`config.mk`:
```
export PLATFORM = sky130hd
export DESIGN_NAME = cstt_ctrl
export DESIGN_NICKNAME = d
export VERILOG_FILES = /design/src/sv/cstt_pkg.sv /design/src/sv/cstt_ctrl.sv
export SDC_FILE = /design/constraint.sdc
export NUM_CORES = 1
export LEC_CHECK = 0
export BUFFER_PORTS_ARGS = -buffer_cell sky130_fd_sc_hd__buf_2
export CORE_ASPECT_RATIO = 0.5
export CORE_MARGIN = 2
export CORE_UTILIZATION = 50
export CTS_CLUSTER_DIAMETER = 50
export DETAILED_ROUTE_END_ITERATION = 8
export PLACE_DENSITY = 0.65
export REMOVE_ABC_BUFFERS = 1
export SYNTH_ARGS = -nofsm -noshare
export SYNTH_HDL_FRONTEND = slang
export SYNTH_SLANG_ARGS = --single-unit
```
`constraint.sdc`:
```
create_clock -name clk -period 4.9 [get_ports clk]
set_clock_uncertainty 0.15 [all_clocks]
set_input_delay 0.735 -clock clk [delete_from_list [all_inputs] [get_ports clk]]
set_output_delay 0.735 -clock clk [all_outputs]
set_load 0.02 [all_outputs]
```
`src/sv/cstt_pkg.sv`:
```
// shared types, codes and helpers of the contact set transition tracker
// no dependencies
package cstt_pkg;

    localparam int CAPACITY_DEF = 32;
    localparam logic [31:0] SAT32_MAX = 32'hFFFF_FFFF;

    typedef enum logic [1:0] {
        FUNC_START  = 2'd0,
        FUNC_OFFER  = 2'd1,
        FUNC_FINISH = 2'd2,
        FUNC_FLUSH  = 2'd3
    } func_t;

    typedef enum logic [1:0] {
        KIND_ACK   = 2'd0,
        KIND_BEGIN = 2'd1,
        KIND_END   = 2'd2
    } kind_t;

    typedef enum logic {
        WR_IN = 1'b0,
        WR_B  = 1'b1
    } wr_sel_t;

    typedef struct packed {
        logic [63:0] contact;
        logic [63:0] side_a;
        logic [63:0] side_b;
        logic [63:0] payload;
    } rec_t;

    typedef struct packed {
        kind_t kind;
        rec_t  rec;
    } ev_t;

    typedef struct packed {
        logic [1:0]  func;
        logic [63:0] contact_key;
        logic [63:0] side_a_key;
        logic [63:0] side_b_key;
        logic [63:0] payload;
        logic [31:0] shape_key;
    } in_word_t;

    typedef struct packed {
        logic [1:0]  kind;
        logic [63:0] out_contact_key;
        logic [63:0] out_side_a_key;
        logic [63:0] out_side_b_key;
        logic [63:0] out_payload;
        logic [31:0] begin_dropped;
        logic [31:0] end_dropped;
        logic        truncated;
        logic        last;
    } out_word_t;

    typedef struct packed {
        logic    capture;
        logic    rd_a;
        logic    rd_b;
        logic    wr;
        wr_sel_t wr_sel;
        logic    push;
        kind_t   push_kind;
        logic    ev_rd;
        logic    out_load;
        logic    out_ack;
        logic    out_last;
    } cmd_t;

    typedef struct packed {
        logic match_in_a;
        logic match_ab;
        logic shape_hit;
    } stat_t;

    function automatic logic [31:0] sat_inc(input logic [31:0] v);
        sat_inc = (v == SAT32_MAX) ? v : v + 32'd1;
    endfunction

endpackage

```
`src/sv/cstt_ctrl.sv`:
```
// controller: command sequencer, table counts, drop counters, event counts
// depends on cstt_pkg
module cstt_ctrl
    import cstt_pkg::*;
#(
    parameter int CAPACITY = CAPACITY_DEF,
    localparam int AW = $clog2(2 * CAPACITY),
    localparam int CW = $clog2(CAPACITY + 1),
    localparam int EW = $clog2(2 * CAPACITY + 1)
)
(
    input  logic          clk,
    input  logic          rst_n,
    input  logic          in_valid,
    input  logic [1:0]    in_func,
    output logic          in_ready,
    output logic          out_valid,
    input  logic          out_ready,
    input  stat_t         st,
    output cmd_t          cmd,
    output logic [AW-1:0] addr_a,
    output logic [AW-1:0] addr_b,
    output logic [AW-1:0] addr_w,
    output logic [AW-1:0] ev_waddr,
    output logic [AW-1:0] ev_raddr,
    output logic [31:0]   begin_dropped,
    output logic [31:0]   end_dropped,
    output logic          truncated
);

    typedef enum logic [3:0] {
        S_IDLE, S_SRCH_RD, S_SRCH_CHK, S_OUTER_RD, S_INNER_RD, S_INNER_CHK,
        S_FL_RD, S_FL_CHK, S_FL_CP, S_EMIT, S_EMIT_LD, S_OUT_WAIT
    } state_t;

    typedef enum logic [1:0] {
        M_REPLACE, M_BEGIN, M_END
    } mode_t;

    state_t        state_reg, state_next;
    mode_t         mode_reg, mode_next;
    logic [CW-1:0] i_reg, i_next;
    logic [CW-1:0] j_reg, j_next;
    logic [CW-1:0] cnt_reg [2];
    logic [CW-1:0] cnt_next [2];
    logic [CW-1:0] eec_reg [2];
    logic [CW-1:0] eec_next [2];
    logic [31:0]   edc_reg [2];
    logic [31:0]   edc_next [2];
    logic [CW-1:0] bec_reg, bec_next;
    logic [31:0]   bdc_reg, bdc_next;
    logic          pb_reg, pb_next;
    logic          eb_reg, eb_next;
    logic          si_reg, si_next;
    logic          ti_reg, ti_next;
    logic          ob_reg, ob_next;
    logic          sb_reg, sb_next;
    logic [EW-1:0] nev_reg, nev_next;
    logic [EW-1:0] k_reg, k_next;
    logic          out_valid_reg, out_valid_next;
    logic          cur;
    logic          prev;
    logic          is_last;
    logic          end_req;
    logic          bdc_req;

    function automatic logic [AW-1:0] slot(input logic b, input logic [CW-1:0] i);
        slot = AW'(i) + (b ? AW'(CAPACITY) : AW'(0));
    endfunction

    assign cur     = ~pb_reg;
    assign prev    = pb_reg;
    assign is_last = (nev_reg == '0) || (k_reg == EW'(nev_reg - EW'(1)));

    always_comb
    begin
        state_next     = state_reg;
        mode_next      = mode_reg;
        i_next         = i_reg;
        j_next         = j_reg;
        cnt_next       = cnt_reg;
        eec_next       = eec_reg;
        edc_next       = edc_reg;
        bec_next       = bec_reg;
        bdc_next       = bdc_reg;
        pb_next        = pb_reg;
        eb_next        = eb_reg;
        si_next        = si_reg;
        ti_next        = ti_reg;
        ob_next        = ob_reg;
        sb_next        = sb_reg;
        nev_next       = nev_reg;
        k_next         = k_reg;
        out_valid_next = out_valid_reg;
        cmd            = '0;
        addr_a         = '0;
        addr_b         = '0;
        addr_w         = '0;
        ev_waddr       = nev_reg[AW-1:0];
        ev_raddr       = k_reg[AW-1:0];
        end_req        = 1'b0;
        bdc_req        = 1'b0;

        case (state_reg)
            S_IDLE:
            begin
                if (in_valid)
                begin
                    cmd.capture = 1'b1;
                    nev_next    = '0;
                    k_next      = '0;
                    i_next      = '0;
                    case (func_t'(in_func))
                        FUNC_START:
                        begin
                            cnt_next[cur] = '0;
                            bec_next      = '0;
                            bdc_next      = '0;
                            ti_next       = si_reg;
                            state_next    = S_EMIT;
                        end
                        FUNC_OFFER:
                        begin
                            sb_next    = cur;
                            state_next = S_SRCH_RD;
                        end
                        FUNC_FINISH:
                        begin
                            si_next    = (bdc_reg != '0);
                            mode_next  = si_reg ? M_END : M_BEGIN;
                            ob_next    = si_reg ? prev : cur;
                            state_next = S_OUTER_RD;
                        end
                        FUNC_FLUSH:
                        begin
                            i_next     = cnt_reg[prev];
                            state_next = S_FL_RD;
                        end
                        default:
                        begin
                            state_next = S_EMIT;
                        end
                    endcase
                end
            end
            S_SRCH_RD:
            begin
                if (i_reg == cnt_reg[sb_reg])
                begin
                    if (sb_reg == cur)
                    begin
                        if (cnt_reg[cur] < CW'(CAPACITY))
                        begin
                            cmd.wr        = 1'b1;
                            cmd.wr_sel    = WR_IN;
                            addr_w        = slot(cur, cnt_reg[cur]);
                            cnt_next[cur] = cnt_reg[cur] + CW'(1);
                            state_next    = S_EMIT;
                        end
                        else
                        begin
                            sb_next = prev;
                            i_next  = '0;
                        end
                    end
                    else
                    begin
                        bdc_req    = 1'b1;
                        state_next = S_EMIT;
                    end
                end
                else
                begin
                    cmd.rd_a   = 1'b1;
                    addr_a     = slot(sb_reg, i_reg);
                    state_next = S_SRCH_CHK;
                end
            end
            S_SRCH_CHK:
            begin
                if (st.match_in_a)
                begin
                    if (sb_reg == cur)
                    begin
                        state_next = S_EMIT;
                    end
                    else
                    begin
                        mode_next  = M_REPLACE;
                        ob_next    = cur;
                        i_next     = '0;
                        state_next = S_OUTER_RD;
                    end
                end
                else
                begin
                    i_next     = i_reg + CW'(1);
                    state_next = S_SRCH_RD;
                end
            end
            S_OUTER_RD:
            begin
                if (i_reg == cnt_reg[ob_reg])
                begin
                    case (mode_reg)
                        M_REPLACE:
                        begin
                            bdc_req    = 1'b1;
                            state_next = S_EMIT;
                        end
                        M_BEGIN:
                        begin
                            mode_next = M_END;
                            ob_next   = prev;
                            i_next    = '0;
                        end
                        default:
                        begin
                            pb_next         = cur;
                            eb_next         = ~eb_reg;
                            eec_next[~eb_reg] = '0;
                            edc_next[~eb_reg] = '0;
                            cnt_next[prev]  = '0;
                            state_next      = S_EMIT;
                        end
                    endcase
                end
                else
                begin
                    cmd.rd_a   = 1'b1;
                    addr_a     = slot(ob_reg, i_reg);
                    j_next     = '0;
                    state_next = S_INNER_RD;
                end
            end
            S_INNER_RD:
            begin
                if (j_reg == cnt_reg[~ob_reg])
                begin
                    i_next     = i_reg + CW'(1);
                    state_next = S_OUTER_RD;
                    case (mode_reg)
                        M_REPLACE:
                        begin
                            cmd.wr     = 1'b1;
                            cmd.wr_sel = WR_IN;
                            addr_w     = slot(ob_reg, i_reg);
                            bdc_req    = 1'b1;
                            state_next = S_EMIT;
                        end
                        M_BEGIN:
                        begin
                            if (bec_reg < CW'(CAPACITY))
                            begin
                                bec_next      = bec_reg + CW'(1);
                                cmd.push      = 1'b1;
                                cmd.push_kind = KIND_BEGIN;
                                nev_next      = nev_reg + EW'(1);
                            end
                            else
                            begin
                                bdc_req = 1'b1;
                            end
                        end
                        default:
                        begin
                            end_req = 1'b1;
                        end
                    endcase
                end
                else
                begin
                    cmd.rd_b   = 1'b1;
                    addr_b     = slot(~ob_reg, j_reg);
                    state_next = S_INNER_CHK;
                end
            end
            S_INNER_CHK:
            begin
                if (st.match_ab)
                begin
                    i_next     = i_reg + CW'(1);
                    state_next = S_OUTER_RD;
                end
                else
                begin
                    j_next     = j_reg + CW'(1);
                    state_next = S_INNER_RD;
                end
            end
            S_FL_RD:
            begin
                if (i_reg == '0)
                begin
                    state_next = S_EMIT;
                end
                else
                begin
                    i_next     = i_reg - CW'(1);
                    cmd.rd_a   = 1'b1;
                    addr_a     = slot(prev, i_reg - CW'(1));
                    state_next = S_FL_CHK;
                end
            end
            S_FL_CHK:
            begin
                if (st.shape_hit)
                begin
                    end_req        = 1'b1;
                    cnt_next[prev] = cnt_reg[prev] - CW'(1);
                    cmd.rd_b       = 1'b1;
                    addr_b         = slot(prev, cnt_reg[prev] - CW'(1));
                    state_next     = S_FL_CP;
                end
                else
                begin
                    state_next = S_FL_RD;
                end
            end
            S_FL_CP:
            begin
                cmd.wr     = 1'b1;
                cmd.wr_sel = WR_B;
                addr_w     = slot(prev, i_reg);
                state_next = S_FL_RD;
            end
            S_EMIT:
            begin
                if (nev_reg == '0)
                begin
                    cmd.out_load   = 1'b1;
                    cmd.out_ack    = 1'b1;
                    cmd.out_last   = 1'b1;
                    out_valid_next = 1'b1;
                    state_next     = S_OUT_WAIT;
                end
                else
                begin
                    cmd.ev_rd  = 1'b1;
                    state_next = S_EMIT_LD;
                end
            end
            S_EMIT_LD:
            begin
                cmd.out_load   = 1'b1;
                cmd.out_last   = is_last;
                out_valid_next = 1'b1;
                state_next     = S_OUT_WAIT;
            end
            S_OUT_WAIT:
            begin
                if (out_ready)
                begin
                    out_valid_next = 1'b0;
                    k_next         = k_reg + EW'(1);
                    state_next     = is_last ? S_IDLE : S_EMIT;
                end
            end
            default:
            begin
                state_next = S_IDLE;
            end
        endcase

        // end event into the active end buffer, or a drop when it is full
        if (end_req)
        begin
            if (eec_reg[eb_reg] < CW'(CAPACITY))
            begin
                eec_next[eb_reg] = eec_reg[eb_reg] + CW'(1);
                cmd.push         = 1'b1;
                cmd.push_kind    = KIND_END;
                nev_next         = nev_reg + EW'(1);
            end
            else
            begin
                edc_next[eb_reg] = sat_inc(edc_reg[eb_reg]);
            end
        end
        if (bdc_req)
        begin
            bdc_next = sat_inc(bdc_reg);
        end
    end

    always_ff @(posedge clk or negedge rst_n)
    begin
        if (!rst_n)
        begin
            state_reg     <= S_IDLE;
            mode_reg      <= M_REPLACE;
            i_reg         <= '0;
            j_reg         <= '0;
            cnt_reg       <= '{default: '0};
            eec_reg       <= '{default: '0};
            edc_reg       <= '{default: '0};
            bec_reg       <= '0;
            bdc_reg       <= '0;
            pb_reg        <= 1'b0;
            eb_reg        <= 1'b0;
            si_reg        <= 1'b0;
            ti_reg        <= 1'b0;
            ob_reg        <= 1'b0;
            sb_reg        <= 1'b0;
            nev_reg       <= '0;
            k_reg         <= '0;
            out_valid_reg <= 1'b0;
        end
        else
        begin
            state_reg     <= state_next;
            mode_reg      <= mode_next;
            i_reg         <= i_next;
            j_reg         <= j_next;
            cnt_reg       <= cnt_next;
            eec_reg       <= eec_next;
            edc_reg       <= edc_next;
            bec_reg       <= bec_next;
            bdc_reg       <= bdc_next;
            pb_reg        <= pb_next;
            eb_reg        <= eb_next;
            si_reg        <= si_next;
            ti_reg        <= ti_next;
            ob_reg        <= ob_next;
            sb_reg        <= sb_next;
            nev_reg       <= nev_next;
            k_reg         <= k_next;
            out_valid_reg <= out_valid_next;
        end
    end

    assign in_ready      = (state_reg == S_IDLE);
    assign out_valid     = out_valid_reg;
    assign begin_dropped = bdc_reg;
    assign end_dropped   = edc_reg[~eb_reg];
    assign truncated     = ti_reg || (bdc_reg != '0) || (edc_reg[~eb_reg] != '0);

endmodule

```
==> results.yml <==
global_route:
  vias_in_the_first_global_route: 10510
  overall_routing_resource_usage_pct: 29.84
  grt_max_degree: 100
  grt_antenna_before_repair: 2
  grt_pass1_wl_mm: 57.62
  overflow: 0
sta:
  finalSetupViolCount: 0
  hold_violations: 0
  timing.final.crit_period_ns: 4.325
  timing.max_slew.rel_slack_pct: 33.92
  hold_ws_ns: 0.2522
  max_freq_ghz: 0.2312
  fin_setup_tns_ns: 0
  unrepaired_setup_endpoints_after_global_routing: "no"
  max_slew.worst_pin.slew_ns: 0.9912
  report.final.slew_viol_count: 0
  post-route-period-util_pct: 88.26
drt:
  detail_route.drc_violations: 0
  wirelength_met1_mm: 15.97
  wl_mm: 35.81
  wl_met2_mm: 16.54
  firstDrtPassIters: 6
  route.detailed.wl_per_inst_um: 20.19
  dr_total_vias: 11070
  antenna_violating_nets_left: 0
  dr.max_layer_used: "met5"
  routed_length_on_met3_mm: 2.322
  drt_iter0_markers: 994
  viasPerCell: 6.237
yosys:
  netlist_instances: 1399
  synth-main-ff-cell: "sky130_fd_sc_hd__dfrtp_1"
  syn_area_per_cell_um2: 8.284
  yosys_register_bits: 165
  synth-seq-area-share_pct: 35.63
  synth_enable_flop_cells: 0
  yosysWarnings: 0
  synth_area_mm2: 0.01159
  ys_types: 73
  synthArstFlopShare_pct: 100.0
floorplanning:
  floorplan.io_pins: 118
  fp-row-count: 39
  full_die_area_mm2: 0.02449
  initial_core_util_pct: 50.86
  overall_die_width_um: 219.3
  fp.dieH_um: 111.7
  placeableCoreArea_mm2: 0.02279
worst_setup_path:
  worst_path_dominant_cell_family: "flip-flops"
  kind_of_critical_path: "reg2out"
  critical_path.slowest_cell: "sky130_fd_sc_hd__dfrtp_1"
  timing.reg2reg.worst_path_depth: 11
  ordered_cell_list_for_the_critical_path: "mux2i_1, xnor2_1, nor4_4, a21boi_2, or2_2, a31o_2, nand2_1, o31ai_1, buf_2"
  worstPathBufferInverterCount: 1
  max_stage_delay_ns: 0.94
  critical_path_depth: 9
  cp_data_arrival_time_ns: 3.44
  worst_setup_path_start_kind: "register"
  endpoint_kind: "output pin"
  crit_path_max_fanout: 18
  worst-endpoint-required_ns: 4.01
power:
  power_switching_mw: 2.952
  clk_network_pwr_share_pct: 20.9
  cell_internal_pwr_mw: 3.395
  leakage_nw: 5.609
  max-vdd-ir-drop_mv: 0.3246
  power_density_mw_per_mm2: 494.8
  p_comb_share_pct: 43.9
  p_sw_share_pct: 46.51
  seq_power_share_pct: 35.2
final_layout:
  layout_commonest_cell: "sky130_fd_sc_hd__nand2_1"
  final_net_count: 1477
  synthToLayoutAreaGrowth_pct: 10.68
  fin_area_mm2: 0.01283
  drive_above_1_share_pct: 14.87
  most-common-layout-cells: "166 x sky130_fd_sc_hd__nand2_1, 163 x sky130_fd_sc_hd__dfrtp_1, 147 x sky130_fd_sc_hd__nor2_1"
  largest_register_ff_count: 64
clocking:
  clock_sinks: 165
  path_clk_slew_ns: 0.06
  setup_bufs_post_cts: 0
  tritoncts_clock_tree: "done"
  ctsRootBufferMaster: "sky130_fd_sc_hd__clkbuf_16"
  cts_htree_levels: 4
  cts_inserted_buffers: 17
  holdBufCountCts: 0
  postCtsResizedCells: 0
  cts.path.max_buffers: 2
  worst_skew_pair.late_latency_ns: 0.45
status:
  run_status: "finished, final reports clean"
hold_path:
  hp-class: "in2async"
flow_run:
  max-cap-violations: 0
placement:
  area_of_placed_instances_mm2: 0.01227
  port_buffers: 117
  place.gp.congestion: 0.9932
  half_perimeter_wire_length_after_detailed_placement_mm: 25.25
-- Yosys cell counts (38+ instances only) --
library cell               count  area share, %
sky130_fd_sc_hd__clkbuf_1     57            1.8
sky130_fd_sc_hd__a21oi_1      53            2.3
sky130_fd_sc_hd__mux2i_1      43            3.7
sky130_fd_sc_hd__nand2_1     166            5.4
sky130_fd_sc_hd__nor3_1       43            1.9
sky130_fd_sc_hd__xor2_1       60            4.5
sky130_fd_sc_hd__nand3_1      81            3.5
sky130_fd_sc_hd__o21ai_0     107            4.6
sky130_fd_sc_hd__dfrtp_1     165             36
sky130_fd_sc_hd__nor2_1      147            4.8
sky130_fd_sc_hd__mux2_2       38            3.7
sky130_fd_sc_hd__xnor2_1      52            3.9
sky130_fd_sc_hd__nand4_1      46            2.5
-- cell type report --
type	count	area, um^2
diodes	1	2.502
clock buffers	27	513.0
clock inverters	3	43.79
fillers	2092	9961
inverters	33	123.9
multi-input cells	1103	6877
flip-flops and latches	165	4131
well taps	307	384.1
repair buffers	135	752.0
-- power groups by stage --
stage | Clock, mW | Sequential (mW) | Combinational (mW)
2_1_floorplan | 0 | 2.26 | 1.73
3_5_place_dp | 0 | 2.23 | 2.75
4_1_cts | 1.34 | 2.22 | 2.76
3_3_place_gp | 0 | 2.23 | 2.70
6_report | 1.33 | 2.23 | 2.79
5_1_grt | 1.40 | 2.29 | 3.03
-- path summary, 6_finish.rpt --
path                           endpoint  startpoint  slack [ns]
setup / recovery              addr_a[3]      ob_reg        0.58
hold / removal              edc_reg[46]       rst_n        0.25
setup reg to reg             edc_reg[6]      eb_reg        1.01
hold reg to reg              eec_reg[0]  eec_reg[0]        0.35
max in group asynchronous  state_reg[3]       rst_n        3.43
min in group clk             eec_reg[0]  eec_reg[0]        0.35
-- logic make-up after synthesis --
| logic type | after synthesis | share of synthesized area [%] |
|---|---|---|
| DFF | 165 | 35.63 |
| xor gates and xnor gates | 112 | 8.464 |
| muxes | 84 | 7.989 |
| adders and majority gates | 13 | 1.403 |
| AOI/OAI and AO/OA | 287 | 15.66 |
| and+or+nand+nor | 607 | 25.77 |
| buffers and inverters | 131 | 5.085 |
-- metrics by stage --
step,total power [mW],util (%),std cells,worst slack (ns)
after detailed placement,4.981,53.84,1743,1.094
final,6.347,56.29,1774,0.5751
after CTS,6.320,56.28,1773,0.6108
after global placement,4.934,53.84,1743,1.153
after floorplan,3.992,-,1301,0.3931
after global routing,6.721,56.28,1773,0.4478
-- layer usage --
metal / global-route usage (%) / vias to the layer above
met5: 0 / -
met4: 10.81 / 2
met3: 5.929 / 69
met2: 47.26 / 408
met1: 40.69 / 5447
li1: - / 5139
Note: power is estimated with default switching activity, not from simulation.
